--- config.mk ---
export PLATFORM = sky130hd
export DESIGN_NAME = pid_div
export DESIGN_NICKNAME = d
export VERILOG_FILES = /design/src/sv/pid_pkg.sv /design/src/sv/pid_div.sv
export SDC_FILE = /design/constraint.sdc
export NUM_CORES = 1
export LEC_CHECK = 0
export BUFFER_PORTS_ARGS = -buffer_cell sky130_fd_sc_hd__buf_2
export CORE_ASPECT_RATIO = 0.6
export CORE_MARGIN = 5
export CORE_UTILIZATION = 55
export DETAILED_ROUTE_END_ITERATION = 10
export HOLD_SLACK_MARGIN = 0.08
export PLACE_DENSITY = 0.9
export RECOVER_POWER = 100
export SLEW_MARGIN = 0
export SYNTH_ARGS = -nofsm -noshare
export SYNTH_HDL_FRONTEND = slang
export SYNTH_SLANG_ARGS = --single-unit
--- constraint.sdc ---
create_clock -name clk -period 3.64 [get_ports clk]
set_input_delay 0.728 -clock clk [delete_from_list [all_inputs] [get_ports clk]]
set_output_delay 0.728 -clock clk [all_outputs]
set_load 0.01 [all_outputs]
--- src/sv/pid_pkg.sv ---
// Shared types, widths and constants of the clamped-integral PID controller.
// No dependencies; every other file imports this package.
package pid_pkg;

    localparam int VALUE_WIDTH    = 32;
    localparam int FRACTION_BITS  = 16;
    localparam int GAIN_FRAC_BITS = 8;
    localparam int GAIN_WIDTH     = 16;
    localparam int TIME_WIDTH     = 32;
    localparam int INT_WIDTH      = FRACTION_BITS + 2;
    localparam int CFG_IDX_WIDTH  = 8;
    localparam int MS_PER_SECOND  = 1000;

    // Serial multiplier operands: A is the wide magnitude, B is shifted out bit by bit.
    localparam int MUL_A_W = 44;
    localparam int MUL_B_W = 32;
    localparam int MUL_P_W = MUL_A_W + MUL_B_W;

    // Serial divider operands.
    localparam int DIV_N_W = 64;
    localparam int DIV_D_W = 32;

    // Signed accumulator for the sum of the three gain terms.
    localparam int ACC_W = 52;

    typedef enum logic [CFG_IDX_WIDTH-1:0] {
        CFG_SETPOINT = 8'd0,
        CFG_GAIN_P   = 8'd1,
        CFG_GAIN_I   = 8'd2,
        CFG_GAIN_D   = 8'd3
    } cfg_index_t;

    typedef enum logic [3:0] {
        S_IDLE,
        S_MUL_I,
        S_DIV_I,
        S_MUL_D,
        S_DIV_D,
        S_MUL_P,
        S_MUL_GI,
        S_MUL_GD,
        S_OUT
    } state_t;

    typedef struct packed {
        logic start;
        logic done;
    } unit_ctl_t;

endpackage

--- src/sv/pid_div.sv ---
// Bit-serial restoring divider: one quotient bit per cycle, unsigned.
// Depends on pid_pkg.
module pid_div import pid_pkg::*; #(
    parameter int N_W = DIV_N_W,
    parameter int D_W = DIV_D_W
) (
    input  logic           clk,
    input  logic           rst_n,
    input  unit_ctl_t      ctl_in,
    input  logic [N_W-1:0] n,
    input  logic [D_W-1:0] d,
    output logic           done,
    output logic [N_W-1:0] quo
);
    localparam int CNT_W = $clog2(N_W + 1);

    logic [N_W-1:0]   nq_reg, nq_next;
    logic [D_W-1:0]   rem_reg, rem_next;
    logic [D_W-1:0]   d_reg, d_next;
    logic [CNT_W-1:0] cnt_reg, cnt_next;
    logic             busy_reg, busy_next;
    logic             done_reg, done_next;
    logic [D_W:0]     trial;
    logic [D_W:0]     diff;
    logic             ge;

    always_ff @(posedge clk or negedge rst_n)
    begin
        if (!rst_n)
        begin
            busy_reg <= 1'b0;
            done_reg <= 1'b0;
            cnt_reg  <= '0;
        end
        else
        begin
            busy_reg <= busy_next;
            done_reg <= done_next;
            cnt_reg  <= cnt_next;
        end
    end

    always_ff @(posedge clk)
    begin
        nq_reg  <= nq_next;
        rem_reg <= rem_next;
        d_reg   <= d_next;
    end

    always_comb
    begin
        trial     = {rem_reg, nq_reg[N_W-1]};
        diff      = trial - {1'b0, d_reg};
        ge        = (trial >= {1'b0, d_reg});
        nq_next   = nq_reg;
        rem_next  = rem_reg;
        d_next    = d_reg;
        cnt_next  = cnt_reg;
        busy_next = busy_reg;
        done_next = 1'b0;
        if (ctl_in.start)
        begin
            nq_next   = n;
            rem_next  = '0;
            d_next    = d;
            cnt_next  = '0;
            busy_next = 1'b1;
        end
        else if (busy_reg)
        begin
            // bring down one dividend bit, subtract where it fits
            rem_next = ge ? diff[D_W-1:0] : trial[D_W-1:0];
            nq_next  = {nq_reg[N_W-2:0], ge};
            cnt_next = cnt_reg + 1'b1;
            if (cnt_reg == CNT_W'(N_W - 1))
            begin
                busy_next = 1'b0;
                done_next = 1'b1;
            end
        end
    end

    assign done = done_reg;
    assign quo  = nq_reg;

endmodule
-- Word-level counts from Yosys, hierarchy flattened
Index checks and enable logic that the tools add are counted.
W data, S select, Z words.
- reductions and logical operators: 1
- $add $sub $neg: 2
- muxes and demuxes: 11
- equal/unequal tests: 1
- order comparisons: 1
- operator list (kind ; number):
    $mux W64 ; 2
    $ge A33 B32 Y1 ; 1
    $mux W32 ; 1
    $sub A32 B32 Y32 ; 1
    $mux W7 ; 2
    $add A7 B1 Y7 const B ; 1
    $eq A7 B6 Y1 const B ; 1
    $mux W1 ; 6
    $reduce_bool A2 Y1 ; 1
- logic and storage cells: 22
- output and inout bits: 65
- bits in registers: 137

-- Logic depth before layout (Yosys ltp)
- depth after elaboration: 4
- mapped depth: 14
- gate-level depth less buffers: 11

-- Worst setup path before layout
OpenSTA, ideal clock, no wires.
- kind: input-to-reg
- start point: input ctl_in[1] (netlist name)
- end point: register nq_reg[0], in the netlist quo[0] (enable)
- library setup time: 418 ps
- setup slack: 955 ps
- cell stages on the path: 3
- data arrival time: 2267 ps
- cell sequence: nor2_1 clkbuf_1 inv_1
- word-level cells in the longest chain between the ends: 1
- ends and longest elaborated chain (what ; RTL line ; RTL):
    start: declaration ; pid_div.sv:9 ; input unit_ctl_t ctl_in,
    $reduce_bool A2 Y1 (no source line) ; -- ;
    end signal: assignment ; pid_div.sv:45 ; nq_reg <= nq_next;
    end: declaration ; pid_div.sv:17 ; logic [N_W-1:0] nq_reg, nq_next;
Every way passes these cells.
A chain may end at the register's enable or synchronous reset.

-- Worst setup path in the final report
- start point: register nq_reg[63], in the netlist quo[63]
- end point: register rem_reg[26]
- word-level cells in the longest chain between the ends: 2
- ends and longest elaborated chain (what ; RTL line ; RTL):
    $sub A32 B32 Y32 / $ge A33 B32 Y1 (equally long branches) ; pid_div.sv:53, pid_div.sv:54 ;
    $mux W32 (*) ; pid_div.sv:72 ; rem_next = ge ? diff[D_W-1:0] : trial[D_W-1:0];
    end signal: assignment ; pid_div.sv:46 ; rem_reg <= rem_next;
    end: declaration ; pid_div.sv:18 ; logic [D_W-1:0] rem_reg, rem_next;
Every way passes the cells marked *; elsewhere a longest branch is shown, timed or not.

==> qor.log <==
qor: routing.routed_wl 18.11 mm
qor: clock_network.htreeDepth 4
qor: final_layout.finalInstanceArea 0.008745 mm²
qor: die.initial_core_util 56.58%
qor: routing.drc_errors 0
qor: clock_network.clkTransAtPathRegs 0.06 ns
qor: routing.violation_count_after_the_first_detailed_route_iteration 587
qor: routing.via_count 5858
qor: yosys.synth.ff_latch_count 137
qor: timing.setup_viol 0
qor: global_routing.grt_pass1_wl 29.19 mm
qor: yosys.synth_largest_type_area_fraction 39.28%
qor: routing.drtPass1Iterations 5
qor: clock_network.post-cts-setup-buffer-count 0
qor: power_and_ir_drop.power_per_cell_area 477.2 mW/mm²
qor: yosys.netlist-cell-type-count 61
qor: timing.achievable-frequency 0.3019 GHz
qor: timing.final_max_slew_viol_count 133
qor: global_routing.grt_max_degree 68
qor: global_routing.number_of_antenna_violations_at_the_first_check_in_global_routing 0
qor: place.finalWeightedCongestion 0.9881
qor: routing.post_drt_wl_per_cell 17.97 µm
qor: timing.setup_total_negative_slack 0 ns
qor: setup_path.worstSetupStartpointType flop
qor: timing.max_slew.worst_pin.slew 1.639 ns
qor: clock_network.clockBufferDepth 2
qor: yosys.synth_sequential_area_ratio 51.07%
qor: die.fp.dieH 99.48 µm
qor: routing.route.antenna.remaining_nets 0
qor: yosys.number_of_nets_in_the_synthesized_netlist 802
qor: timing.period_needed 3.313 ns
qor: power_and_ir_drop.fin_total_pwr 4.173 mW
qor: final_layout.final_net_count 959
qor: timing.hold_viol_final 0
qor: setup_path.timing.critical_path.fanout_max 31
qor: setup_path.criticalPathCategory flop to flop
qor: final_layout.finalCoreUtilization 67.41%
qor: power_and_ir_drop.total_leakage_power 3.605 nW
qor: global_routing.gr-usage-all-layers 22.75%
qor: routing.vias_per_cell 5.812
qor: yosys.netlist_instances 668
qor: clock_network.cts_hold_buffers 0
qor: clock_network.cts_inserted_buffers 17
qor: final_layout.antenna_cells 0
qor: setup_path.timing.reg2reg.worst_path_depth 10
qor: place.hpwl 12.97 mm
qor: yosys.synthTopCellsByArea sky130_fd_sc_hd__edfxtp_1, sky130_fd_sc_hd__mux2_2, sky130_fd_sc_hd__dfxtp_1
qor: clock_network.clkLatencyLatePin 0.42 ns
qor: final_layout.largest_register_ff_count 64
qor: timing.slew-limit-headroom -9.248%
qor: timing.post-route-period-util 91.00%
qor: global_routing.vias_in_the_first_global_route 5730
qor: yosys.netlist_area 0.007340 mm²
qor: clock_network.root_buffer sky130_fd_sc_hd__clkbuf_16
qor: die.floorplan.rows 32
qor: clock_network.clock_sinks 137
qor: final_layout.fin_cells 1008
qor: final_layout.final_layout_size_suffix_gt1_share 24.11%
qor: place.portBuffers 163
qor: setup_path.required_time_of_the_critical_path 3.97 ns
qor: min_path.hold_path_class input pin to asynchronous set/reset pin
qor: setup_path.crit_slowest_cell sky130_fd_sc_hd__a221o_2
qor: yosys.synth-main-ff-cell sky130_fd_sc_hd__edfxtp_1
qor: yosys.synthArstFlopShare 6.569%
qor: clock_network.cts_resized 0
qor: timing.grt_setup_unrepaired no
qor: run_status.run_status finished, violations left
qor: job.maxCapViolations 2
qor: setup_path.r2r-end rem_reg[26]
qor: global_routing.grt.overflow.total 0
qor: setup_path.worst_setup_path_end_kind flop
qor: place.post-place-cells 976
qor: final_layout.syn_to_final_growth 19.14%
qor: run_status.violations max-capacitance violations, max-slew violations
qor: yosys.synth_warnings 0
qor: setup_path.timing.critical_path.arrival 3.65 ns
qor: place.place_area 0.008278 mm²
qor: setup_path.r2r_start quo[63]
qor: die.ios 165
qor: power_and_ir_drop.irDropWorstVdd 0.3283 mV
qor: die.full_die_area 0.01583 mm²
qor: yosys.most_repeated_cell_in_the_gate_level_netlist_after_synthesis sky130_fd_sc_hd__edfxtp_1
qor: setup_path.setup.reg_to_reg.worst_slack 0.33 ns
qor: clock_network.cts_tree yes
qor: setup_path.critical_path.cell_chain inv_1 > ha_1 > nand2b_1 > a21o_1 > a2111o_1 > a31oi_2 > o31a_1 > a221o_2 > nand2_1 > o211ai_1
qor: timing.setup_skew_after_layout 0.007647 ns
qor: yosys.post_synth.cell_area_avg 10.99 µm²
qor: setup_path.worst_path_largest_cell_delay 0.61 ns
qor: yosys.synth_largest_area_cell sky130_fd_sc_hd__edfxtp_1
qor: die.core 0.01297 mm²
qor: die.fp.dieW 159.1 µm
qor: yosys.synth_top_cells_by_count sky130_fd_sc_hd__edfxtp_1, sky130_fd_sc_hd__nand2_1, sky130_fd_sc_hd__mux2_2
qor: yosys.synth_enable_flop_cells 96
how the worst max path moves through the flow:
stage                         start           to  slack, ns  cells after the start
after global routing       d_reg[2]  rem_reg[19]       0.14                     12
after floorplan           ctl_in[1]       quo[0]       0.96                      3
after detailed placement   d_reg[2]  rem_reg[26]       0.68                     10
after CTS                   quo[63]  rem_reg[26]       0.63                     10
final                       quo[63]  rem_reg[26]       0.33                     10
after global placement      quo[63]  rem_reg[26]       0.74                     10
area by class of cell:
type | instances | area (µm²)
Sequential cell | 137 | 3749
Timing Repair Buffer | 172 | 787.0
Clock buffer | 18 | 429.2
Inverter | 40 | 150.1
Multi-Input combinational cell | 457 | 3252
Tap cell | 170 | 212.7
Fill cell | 1024 | 4228
Clock inverter | 14 | 165.2
through the flow:
step	setup slack [ns]	hold slack, ns
final	0.3275	0.2466
after global routing	0.1355	0.2960
after CTS	0.6303	0.1490
after detailed placement	0.6848	0.4728
after global placement	0.7387	0.4485
after floorplan	0.9553	0.4285
cell usage in the layout, fill, tap and decap left out, drive strengths merged, types with 3 or more instances in the layout:
master / instances
a211oi: 5
a21boi: 3
a21o: 12
a21oi: 39
a311oi: 15
a31oi: 3
a32oi: 8
and3: 5
buf: 100
clkbuf: 90
clkinv: 4
clkinvlp: 4
dfrtp: 9
dfxtp: 32
edfxtp: 96
ha: 33
inv: 44
mux2: 64
nand2: 65
nand2b: 4
nand3: 17
nand3b: 3
nand4: 12
nor2: 48
nor2b: 3
nor3: 11
nor4: 5
o21a: 3
o21ai: 30
o21bai: 4
o311a: 3
o31ai: 6
or3: 4
xnor2: 14
xor2: 16
critical path: cells and delay by family (launching register included):
kind	cells	cell delay [ns]
adder cells (fa/ha/maj)	1	0.22
AO/OA/AOI/OAI	6	1.96
buffers and inverters	1	0.07
flip-flops	1	0.43
AND/OR/NAND/NOR	2	0.54
report_power, final:
part	internal [mW]	total (mW)	switching (mW)
clock	1.03	1.75	0.720
sequential	1.80	1.86	0.0602
combinational	0.244	0.562	0.318
layer usage:
metal / vias to the layer above / routed length (µm) / global-route usage (%)
li1: 2786 / - / -
met1: 2796 / 8036 / 32.23
met2: 255 / 8270 / 34.26
met3: 21 / 1595 / 7.039
met4: 0 / 211 / 6.029
met5: - / 0 / 0
cells by family (layout without fill, tap and decap cells):
group,Yosys count,count (layout),share of synthesized area [%]
AOI/OAI and AO/OA,143,143,13.52
xor gates and xnor gates,30,30,3.580
adders and majority gates,34,34,5.898
buffers and inverters,74,244,4.228
muxes,66,66,10.09
and+or+nand+nor,184,184,11.61
DFF,137,137,51.07
No activity file was read; power rests on OpenSTA's default activity.
