===== src/sv/pid_pkg.sv =====
// Shared types, widths and constants of the clamped-integral PID controller.
// No dependencies; every other file imports this package.
package pid_pkg;

    localparam int VALUE_WIDTH    = 32;
    localparam int FRACTION_BITS  = 16;
    localparam int GAIN_FRAC_BITS = 8;
    localparam int GAIN_WIDTH     = 16;
    localparam int TIME_WIDTH     = 32;
    localparam int INT_WIDTH      = FRACTION_BITS + 2;
    localparam int CFG_IDX_WIDTH  = 8;
    localparam int MS_PER_SECOND  = 1000;

    // Serial multiplier operands: A is the wide magnitude, B is shifted out bit by bit.
    localparam int MUL_A_W = 44;
    localparam int MUL_B_W = 32;
    localparam int MUL_P_W = MUL_A_W + MUL_B_W;

    // Serial divider operands.
    localparam int DIV_N_W = 64;
    localparam int DIV_D_W = 32;

    // Signed accumulator for the sum of the three gain terms.
    localparam int ACC_W = 52;

    typedef enum logic [CFG_IDX_WIDTH-1:0] {
        CFG_SETPOINT = 8'd0,
        CFG_GAIN_P   = 8'd1,
        CFG_GAIN_I   = 8'd2,
        CFG_GAIN_D   = 8'd3
    } cfg_index_t;

    typedef enum logic [3:0] {
        S_IDLE,
        S_MUL_I,
        S_DIV_I,
        S_MUL_D,
        S_DIV_D,
        S_MUL_P,
        S_MUL_GI,
        S_MUL_GD,
        S_OUT
    } state_t;

    typedef struct packed {
        logic start;
        logic done;
    } unit_ctl_t;

endpackage


===== src/sv/pid_mul.sv =====
// Bit-serial shift-add multiplier: one bit of B per cycle, unsigned.
// Depends on pid_pkg.
module pid_mul import pid_pkg::*; #(
    parameter int A_W = MUL_A_W,
    parameter int B_W = MUL_B_W
) (
    input  logic             clk,
    input  logic             rst_n,
    input  unit_ctl_t        ctl_in,
    input  logic [A_W-1:0]   a,
    input  logic [B_W-1:0]   b,
    output logic             done,
    output logic [A_W+B_W-1:0] prod
);
    localparam int P_W   = A_W + B_W;
    localparam int CNT_W = $clog2(B_W + 1);

    logic [P_W-1:0]   acc_reg, acc_next;
    logic [A_W-1:0]   a_reg, a_next;
    logic [CNT_W-1:0] cnt_reg, cnt_next;
    logic             busy_reg, busy_next;
    logic             done_reg, done_next;
    logic [A_W:0]     sum;

    always_ff @(posedge clk or negedge rst_n)
    begin
        if (!rst_n)
        begin
            busy_reg <= 1'b0;
            done_reg <= 1'b0;
            cnt_reg  <= '0;
        end
        else
        begin
            busy_reg <= busy_next;
            done_reg <= done_next;
            cnt_reg  <= cnt_next;
        end
    end

    always_ff @(posedge clk)
    begin
        acc_reg <= acc_next;
        a_reg   <= a_next;
    end

    always_comb
    begin
        sum       = {1'b0, acc_reg[P_W-1:B_W]} + (acc_reg[0] ? {1'b0, a_reg} : '0);
        acc_next  = acc_reg;
        a_next    = a_reg;
        cnt_next  = cnt_reg;
        busy_next = busy_reg;
        done_next = 1'b0;
        if (ctl_in.start)
        begin
            acc_next  = {{A_W{1'b0}}, b};
            a_next    = a;
            cnt_next  = '0;
            busy_next = 1'b1;
        end
        else if (busy_reg)
        begin
            // add the partial product, shift one bit of B out
            acc_next = {sum, acc_reg[B_W-1:1]};
            cnt_next = cnt_reg + 1'b1;
            if (cnt_reg == CNT_W'(B_W - 1))
            begin
                busy_next = 1'b0;
                done_next = 1'b1;
            end
        end
    end

    assign done = done_reg;
    assign prod = acc_reg;

endmodule


===== config.mk =====
export PLATFORM = sky130hd
export DESIGN_NAME = pid_mul
export DESIGN_NICKNAME = d
export VERILOG_FILES = /design/src/sv/pid_pkg.sv /design/src/sv/pid_mul.sv
export SDC_FILE = /design/constraint.sdc
export NUM_CORES = 1
export LEC_CHECK = 0
export ABC_AREA = 0
export BUFFER_PORTS_ARGS = -buffer_cell sky130_fd_sc_hd__buf_2
export CAP_MARGIN = 40
export CORE_UTILIZATION = 60
export CTS_BUF_LIST = sky130_fd_sc_hd__clkbuf_8
export CTS_CLUSTER_SIZE = 8
export DETAILED_ROUTE_END_ITERATION = 10
export GPL_TIMING_DRIVEN = 0
export PLACE_DENSITY = 0.88
export SYNTH_ARGS = -nofsm -noshare
export SYNTH_HDL_FRONTEND = slang
export SYNTH_SLANG_ARGS = --single-unit

===== constraint.sdc =====
create_clock -name clk -period 5.54 [get_ports clk]
set_input_delay 0.831 -clock clk [delete_from_list [all_inputs] [get_ports clk]]
set_output_delay 0.831 -clock clk [all_outputs]
set_load 0.02 [all_outputs]

=== After elaboration in Yosys (flattened, before gate mapping) ===
Cells that the tools add are included.

* Bits in registers: 128
* Input port bits: 80
* Output and inout port bits: 77
* Word-level logic and storage cells: 21

* $add $sub $neg: 2
* Eq/ne operators: 1
* Muxes and demuxes: 11
* Reduce and logical (&&, ||, !) cells: 1

{| class="wikitable"
|+ Operators with widths
! cell !! count
|-
| 2-to-1 mux 32 bit || 2
|-
| adder 44 x 44 -> 45 bit || 1
|-
| 2-to-1 mux 44 bit || 1
|-
| 2-to-1 mux 6 bit || 2
|-
| adder 6 x 1 -> 6 bit, second input constant || 1
|-
| equality test 6 x 5 -> 1 bit, second input constant || 1
|-
| 2-to-1 mux 1 bit || 6
|-
| nonzero test 2 bit || 1
|}

=== Depth between registers and ports, before layout ===
Gate-level depths: netlist of the first run.

* Depth in word-level cells: 4
* Mapped depth: 12
* Mapped depth without buffers: 11

=== Least setup slack after synthesis of the first run ===
Ideal clock, no wire load.

* Kind: reg2reg
* Start: register acc_reg[0], in the netlist prod[0]
* End: register acc_reg[49], in the netlist prod[49]
* Library setup time: 0.116 ns
* Arrival time: 2.878 ns
* Data required time: 5.424 ns
* Slack: 2.546 ns
* Cell stages (with the launch flop): 11
* Path buffers: 0
* Period minus slack after synthesis: 2.994 ns
* Cells stage by stage: edfxtp_1 -> and2_1 -> ha_1 -> fa_1 -> a21o_1 -> a221oi_4 -> nor2b_2 -> a221o_2 -> a31oi_4 -> o21ai_2 -> a41o_1

* Longest elaborated chain between the ends: 2

{| class="wikitable"
|+ Ends and longest elaborated chain
! what !! RTL line !! source
|-
| from (decl) || pid_mul.sv:18 || <nowiki>logic [P_W-1:0] acc_reg, acc_next;</nowiki>
|-
| from (signal assigned) || pid_mul.sv:43 || <nowiki>acc_reg <= acc_next;</nowiki>
|-
| 2-to-1 mux 44 bit || pid_mul.sv:49 || <nowiki>sum = {1'b0, acc_reg[P_W-1:B_W]} + (acc_reg[0] ? {1'b0, a_reg} : '0);</nowiki>
|-
| adder 44 x 44 -> 45 bit || pid_mul.sv:49 ||
|}

No other way between the ends.
A chain may end at the register's enable or synchronous reset.

=== Final worst setup path of the first run ===
* Start: register acc_reg[0], in the netlist prod[0]
* End: register acc_reg[75], in the netlist prod[75]

The elaborated chain is that of the path after synthesis.

==> reports/summary.txt, run 1 <==
CP startpoint kind - register
Gate Count Post-Synth - 714
fin. max-slew vios - 0
final wirelength - 17.1 mm
worst rel slew slack - 48.3%
initial DRC count - 362
PostCTS Resize Cnt - 0
EDFF count, synth - 76
pin count of the biggest net entering global routing - 25
Post-Route Utilization - 73.9%
antenna-violating nets left - 0
clk_lat worst skew - 0.46 ns
Top Ports - 157
RR Endpoint - prod[75]$_SDFFE_PP0P_
RePlAce Congestion - 0.906
Max Freq - 285 MHz
syn nets - 840
Hold-fix buffers, CTS - 0
Netlist Area Pre-Place - 0.00746 mm2
CP delay by family, top - simple AND/OR/NAND/NOR gates
crit path kind - reg2reg
worst r2r path cells - 12
CTS H-tree lvls - 4
vias per inst - 5.71
leakage - 4.01 nW
aggregate global-route resource usage - 27.6%
Bufs and invs on worst path - 2
share of layout cells above drive strength 1 - 29.8%
register area share after synthesis - 45.1%
Remaining Overflow, GRT - 0
dominant synthesized flop cell - edfxtp_1
vias in the first global route - 5901
area of the die - 0.0129 mm2
Hold Fails Final Rpt - 0
Syn-to-layout area delta - 19.6%
port buffer count - 155
Final HPWL DP - 12.9 mm
detailed-route via count - 6112
pwr dens - 369 mW/mm2
WL/cell - 16.0 um
total negative slack - 0 ns
initial antenna violation count - 0
Setup Viol. Count Final - 0
R2R setup slack - 2.03 ns
Fillers - 912
crit-path cells - clkbuf_1 -> and2_1 -> ha_1 -> buf_2 -> nand4_1 -> nor4_1 -> nand4_1 -> o21ai_0 -> a32oi_1 -> a31oi_2 -> a41oi_1 -> a2111oi_2
Setup crit end kind - register
clock skew - 0.0154 ns
distinct cell type count after synthesis - 74
max FFs per register - 76
clock transition at the registers of the reported paths - 0.09 ns
Synth Register Bits - 128
TritonCTS clock tree - done
Yosys top cell area share - 30.6%
chip height - 113 um
YS warnings - 0
CP startpoint - prod[0]$_DFFE_PP_
Critical Path Stages - 12
Initial Util - 61.8%
CTS max path bufs - 2
synth top area cells - edfxtp_1 (31%), dfxtp_1 (12%), ha_1 (7.6%), mux2_2 (4.8%), and2_1 (3.9%)
Top cell by count, worst path - nand4_1
Max FO, Critical Path - 10
Die X - 113 um
# Post-CTS Setup Buffers - 0
final period utilization - 63.3%
Worst Hold Class - in2async
RSZ-0062 raised after global routing - no
crit path DAT - 3.87 ns
Num CTS Buffers - 17
max-cap violation count - 0
clock sink count - 128
Worst VDD drop - 0.261 mV
FF-to-FF Start - prod[0]$_DFFE_PP_
first-pass GRT wire length - 27.5 mm
Crit path required time - 5.90 ns
# diodes - 0
DR pass1 iterations - 5
Final nets - 1016
slowest stage delay, CP - 0.57 ns
clock root buffer - clkbuf_8
Min Clock Period, post-route - 3.51 ns
Residual DRC - 0
post-synthesis async set-or-reset flop share - 6.25%
CP max stage cell - edfxtp_1
capture point of the worst path - prod[75]$_SDFFE_PP0P_
Placeable Area - 0.0121 mm2
mean area per synthesized cell - 10.4 um2
# rows - 40
post-synth top area cell - edfxtp_1
status - finished clean
Slew @ Worst Pin - 0.775 ns
[area by class of cell]
class,count,area [um2],share of cell area [%]
Multi-Input combinational cell,531,3850,43.2
Sequential cell,128,3360,37.7
Timing Repair Buffer,157,831,9.32
Clock buffer,17,234,2.62
Tap cell,168,210,2.36
Buffer,42,198,2.22
Clock inverter,15,184,2.06
Inverter,13,48.8,0.547
[power breakdown]
group / internal (mW) / switching, mW / leakage [nW]
clock network: 0.450 / 0.395 / 0.205
logic: 0.471 / 0.716 / 2.56
registers: 1.16 / 0.101 / 1.24
[cell usage after synthesis (3+ instances only)]
library cell and number:
o22ai_1 3, nand4_1 14, or3_1 5, a211oi_1 6, nand2b_1 3, o21bai_1 6
and2_1 46, o21ai_0 33, xor2_1 13, a31oi_1 6, dfxtp_1 44, nor4_1 5
mux2_2 32, nor3b_1 4, and3_1 3, o21ai_2 4, o211ai_1 6, nand2_1 54
buf_1 3, clkbuf_1 20, nor2b_1 4, xnor2_1 25, a211oi_2 3, edfxtp_1 76
a21o_1 20, mux2i_1 23, o31ai_1 4, o21a_1 4, buf_4 4, nor2_1 58
a21oi_1 50, dfrtp_1 8, nand3_1 6, inv_1 13, ha_1 45, buf_2 13
[worst min-delay path by stage]
stage | endpoint | cells past startpoint | from | slack, ns
after floorplan | busy_reg$_DFF_PN0_ | 2 | cnt_reg[5]$_DFFE_PN0P_ | 0.49
after global placement | prod[60]$_SDFFE_PP0P_ | 2 | prod[60]$_SDFFE_PP0P_ | 0.47
after detailed placement | prod[63]$_SDFFE_PP0P_ | 2 | prod[63]$_SDFFE_PP0P_ | 0.48
after CTS | done$_DFF_PN0_ | 1 | rst_n | 0.17
after global routing | done$_DFF_PN0_ | 1 | rst_n | 0.17
final | done$_DFF_PN0_ | 1 | rst_n | 0.20
[kinds of logic after synthesis]
| group | synth area share, % |
|---|---|
| AND/OR/NAND/NOR | 14.8 |
| adder cells (fa/ha/maj) | 7.82 |
| multiplexers | 7.92 |
| AO/OA/AOI/OAI | 16.6 |
| buffers and inverters | 3.31 |
| flip-flops | 45.1 |
| XOR/XNOR | 4.46 |
[metal layers]
layer	GRT usage [%]	vias up	part of all wire, %
li1	-	2978	-
met1	33.0	2905	43
met2	46.7	191	49
met3	8.13	38	5.7
met4	10.8	0	2.4
met5	0	-	0
[placed cells by master, fill, tap and decap left out, types with 8 or more instances in the layout]
master and instances:
nand2_1 54, ha_1 45, dfxtp_1 44, mux2_2 32, nand4_1 14, xnor2_1 25, o21ai_0 33, xor2_1 13
nor2_1 58, and2_1 46, mux2i_1 23, a21oi_1 50, a21o_1 20, buf_2 168, inv_1 13, clkbuf_1 20
edfxtp_1 76, clkbuf_8 17, dfrtp_1 8
[stage by stage]
step / hold slack [ns] / std cells / power [mW] / instance area [um2] / setup WS [ns]
after global placement: 0.468 / 1037 / 2.42 / 8440 / 1.41
after CTS: 0.165 / 1071 / 3.30 / 8920 / 2.06
after detailed placement: 0.476 / 1039 / 2.45 / 8500 / 1.72
after floorplan: 0.488 / 714 / 2.13 / 7460 / 2.55
final: 0.197 / 1071 / 3.29 / 8920 / 2.03
after global routing: 0.170 / 1071 / 3.48 / 8920 / 1.75
No activity file was read; power rests on OpenSTA's default activity.
==> inputs of run 2 (changes only) <==
--- a/config.mk
+++ b/config.mk
@@ -5,15 +5,15 @@
 export SDC_FILE = /design/constraint.sdc
 export NUM_CORES = 1
 export LEC_CHECK = 0
-export ABC_AREA = 0
+export ABC_AREA = 1
 export BUFFER_PORTS_ARGS = -buffer_cell sky130_fd_sc_hd__buf_2
 export CAP_MARGIN = 40
-export CORE_UTILIZATION = 60
+export CORE_UTILIZATION = 53
 export CTS_BUF_LIST = sky130_fd_sc_hd__clkbuf_8
 export CTS_CLUSTER_SIZE = 8
 export DETAILED_ROUTE_END_ITERATION = 10
 export GPL_TIMING_DRIVEN = 0
-export PLACE_DENSITY = 0.88
+export PLACE_DENSITY = 0.8
 export SYNTH_ARGS = -nofsm -noshare
 export SYNTH_HDL_FRONTEND = slang
 export SYNTH_SLANG_ARGS = --single-unit
==> constraint.sdc (replaced) <==
create_clock -name clk -period 3 [get_ports clk]
set_input_delay 0.45 -clock clk [delete_from_list [all_inputs] [get_ports clk]]
set_output_delay 0.45 -clock clk [all_outputs]
set_load 0.02 [all_outputs]
==> run 2 against run 1 <==
Compared with the run above:
- final cell count is 55% higher
- register-to-register slack worse by 1.7 ns
- total power is 56% higher
- critical path type unchanged
- critical endpoint is now prod[73]$_SDFFE_PP0P_
- largest power group unchanged
==> reports/summary.txt, run 2 <==
status - finished clean
Die X - 130 um
clock sink count - 128
switching portion of total power - 36.8%
Final Instance Area - 0.0101 mm2
post-synthesis mux area share - 0%
mean area per synthesized cell - 6.88 um2
Power Total - 5.14 mW
CTS max path bufs - 2
final period utilization - 90.4%
largest family of logic cells by synthesized area - simple AND/OR/NAND/NOR gates
synth cell count leaders - nand2_1 (458), inv_1 (228), nor2_1 (110)
Setup Viol. Count Final - 0
fin. max-slew vios - 0
leakage - 5.68 nW
worst rel slew slack - 48.7%
aggregate global-route resource usage - 29.1%
clk_lat worst skew - 0.46 ns
Setup crit end kind - register
max FFs per register - 76
synth top area cells - edfxtp_1 (26%), nand2_1 (20%), dfxtp_1 (10%), inv_1 (9.9%), ha_1 (6.5%)
Max FO, Critical Path - 10
dominant synthesized flop cell - edfxtp_1
first-pass GRT wire length - 37.2 mm
most frequent cells in the layout - nand2_1 (458), inv_1 (230), buf_2 (157), nor2_1 (110), edfxtp_1 (76)
clock skew - 0.0169 ns
vias in the first global route - 7671
Simple-Gate Fraction of Synth Area - 35.0%
Slew @ Worst Pin - 0.769 ns
pwr dens - 508 mW/mm2
leading cell type in the layout, fill and taps excluded - nand2_1
port buffer count - 155
crit path DAT - 3.08 ns
Final HPWL DP - 18.6 mm
distinct cell type count after synthesis - 35
detailed-route via count - 8231
Crit path required time - 3.36 ns
register area share after synthesis - 39.0%
Worst VDD drop - 0.414 mV
clock share of power - 26.9%
CP startpoint kind - register
most frequent cell after synthesis - nand2_1
initial antenna violation count - 0
CTS H-tree lvls - 4
YS warnings - 0
final wirelength - 23.5 mm
placed insts - 1627
Yosys top cell area share - 26.4%
Sequential Power Share - 42.8%
Syn-to-layout area delta - 17.1%
pin count of the biggest net entering global routing - 27
clock transition at the registers of the reported paths - 0.09 ns
post-synthesis xor/xnor area fraction - 1.52%
area of the die - 0.0168 mm2
Int Power - 3.24 mW
RSZ-0062 raised after global routing - no
# diodes - 0
Comb power frac - 30.3%
WL/cell - 14.2 um
Worst Hold Class - in2reg
RePlAce Congestion - 0.962
vias per inst - 4.96
Synth Area in Adders - 6.76%
Residual DRC - 0
Top Ports - 157
Synth Area in Compound Gates - 6.38%
max-cap violation count - 0
Max Freq - 369 MHz
antenna-violating nets left - 0
DR pass1 iterations - 5
Synth Register Bits - 128
Num CTS Buffers - 17
post-synth top area cell - edfxtp_1
Finished Layout Cells - 1661
Placeable Area - 0.0159 mm2
Min Clock Period, post-route - 2.71 ns
chip height - 130 um
TritonCTS clock tree - done
# rows - 46
Placed Area - 0.00972 mm2
Initial Util - 54.3%
clock root buffer - clkbuf_8
crit path kind - reg2reg
Hold Fails Final Rpt - 0
EDFF count, synth - 76
Netlist Area Pre-Place - 0.00863 mm2
Switching Power - 1.89 mW
Fillers - 1499
Gate Count Post-Synth - 1254
post-synthesis async set-or-reset flop share - 6.25%
share of layout cells above drive strength 1 - 19.4%
Remaining Overflow, GRT - 0
syn nets - 1380
Final nets - 1558
initial DRC count - 485
## run 2: cell types whose count changed after synthesis, moves of 11 or more
cell / previous run / this run
a21o_1: 20 / 0
a21oi_1: 50 / 37
and2_1: 46 / 1
buf_2: 13 / 2
inv_1: 13 / 228
mux2_2: 32 / 0
mux2i_1: 23 / 0
nand2_1: 54 / 458
nand2_2: 1 / 29
nand3_1: 6 / 47
nor2_1: 58 / 110
nor2_2: 1 / 25
xnor2_1: 25 / 6
## run 2: kinds of logic after synthesis
kind of cell | Yosys count
adders and majority gates | 46
xor gates and xnor gates | 15
DFF | 128
AOI/OAI and AO/OA | 97
buffers and inverters | 260
and+or+nand+nor | 708
## run 2: layout make-up
type / instances / area [um2] / area share (%)
clock inverter: 15 / 123 / 1.21
timing repair buffer: 160 / 848 / 8.39
inverter: 236 / 886 / 8.77
multi-input combinational: 866 / 4290 / 42.4
clock buffer: 17 / 234 / 2.32
sequential: 128 / 3360 / 33.3
tap: 216 / 270 / 2.67
buffer: 23 / 92.6 / 0.916
## run 2: worst paths after layout
check                      depth (start not counted)                   from                endpoint  slack (ns)
max reg2reg                                       16      prod[0]$_DFFE_PP_   prod[73]$_SDFFE_PP0P_        0.29
min                                                1                  a[38]     a_reg[38]$_DFFE_PP_        0.16
min in group asynchronous                          2                  rst_n  cnt_reg[5]$_DFFE_PN0P_        0.39
min reg2reg                                        2  prod[46]$_SDFFE_PP0P_   prod[46]$_SDFFE_PP0P_        0.50
max                                               16      prod[0]$_DFFE_PP_   prod[73]$_SDFFE_PP0P_        0.29
max in group asynchronous                          2                  rst_n  cnt_reg[3]$_DFFE_PN0P_        2.44
## run 2: metrics by stage
step,TNS (ns),setup WS [ns],util (%),hold WS [ns]
CTS,0,0.243,63.6,0.147
global route,0,0.0174,63.6,0.144
finish,0,0.288,63.6,0.162
global placement,-13.97,-0.339,60.9,0.301
floorplan,0,0.632,-,0.154
detailed placement,-3.08,-0.203,61.2,0.297
## run 2: power groups by stage
stage / clock network (mW) / registers, mW / logic (mW)
2_1_floorplan: 0 / 2.39 / 0.882
3_3_place_gp: 0 / 2.23 / 1.51
3_5_place_dp: 0 / 2.23 / 1.53
4_1_cts: 1.40 / 2.20 / 1.54
5_1_grt: 1.47 / 2.22 / 1.73
6_report: 1.38 / 2.20 / 1.55
## run 2: what timing repair did
action                                  4_1_cts  5_1_grt
resized for setup                             1        4
hold buffers                                  1        0
endpoints found under the hold margin         8        0
endpoints found under the setup margin       27        5
setup buffers                                 2        0
## run 2: metal layers
layer | track usage, % | routed length, um
met1 | 37.8 | 10600
met2 | 48.3 | 10600
met3 | 6.03 | 1780
met4 | 9.85 | 534
met5 | 0 | 0
## run 2: worst max-delay path, cell delays in order (launching register included)
cell and delay [ns]:
edfxtp_1 0.49, buf_4 0.22, clkbuf_2 0.19, nand2_1 0.09, inv_1 0.04, ha_1 0.37
nand2_1 0.17, inv_2 0.11, nand2_1 0.07, nor2_1 0.23, nand2_1 0.11, nor2_1 0.11
nand2_1 0.10, nand4_1 0.11, nand3_1 0.10, nand2_1 0.08, inv_1 0.03
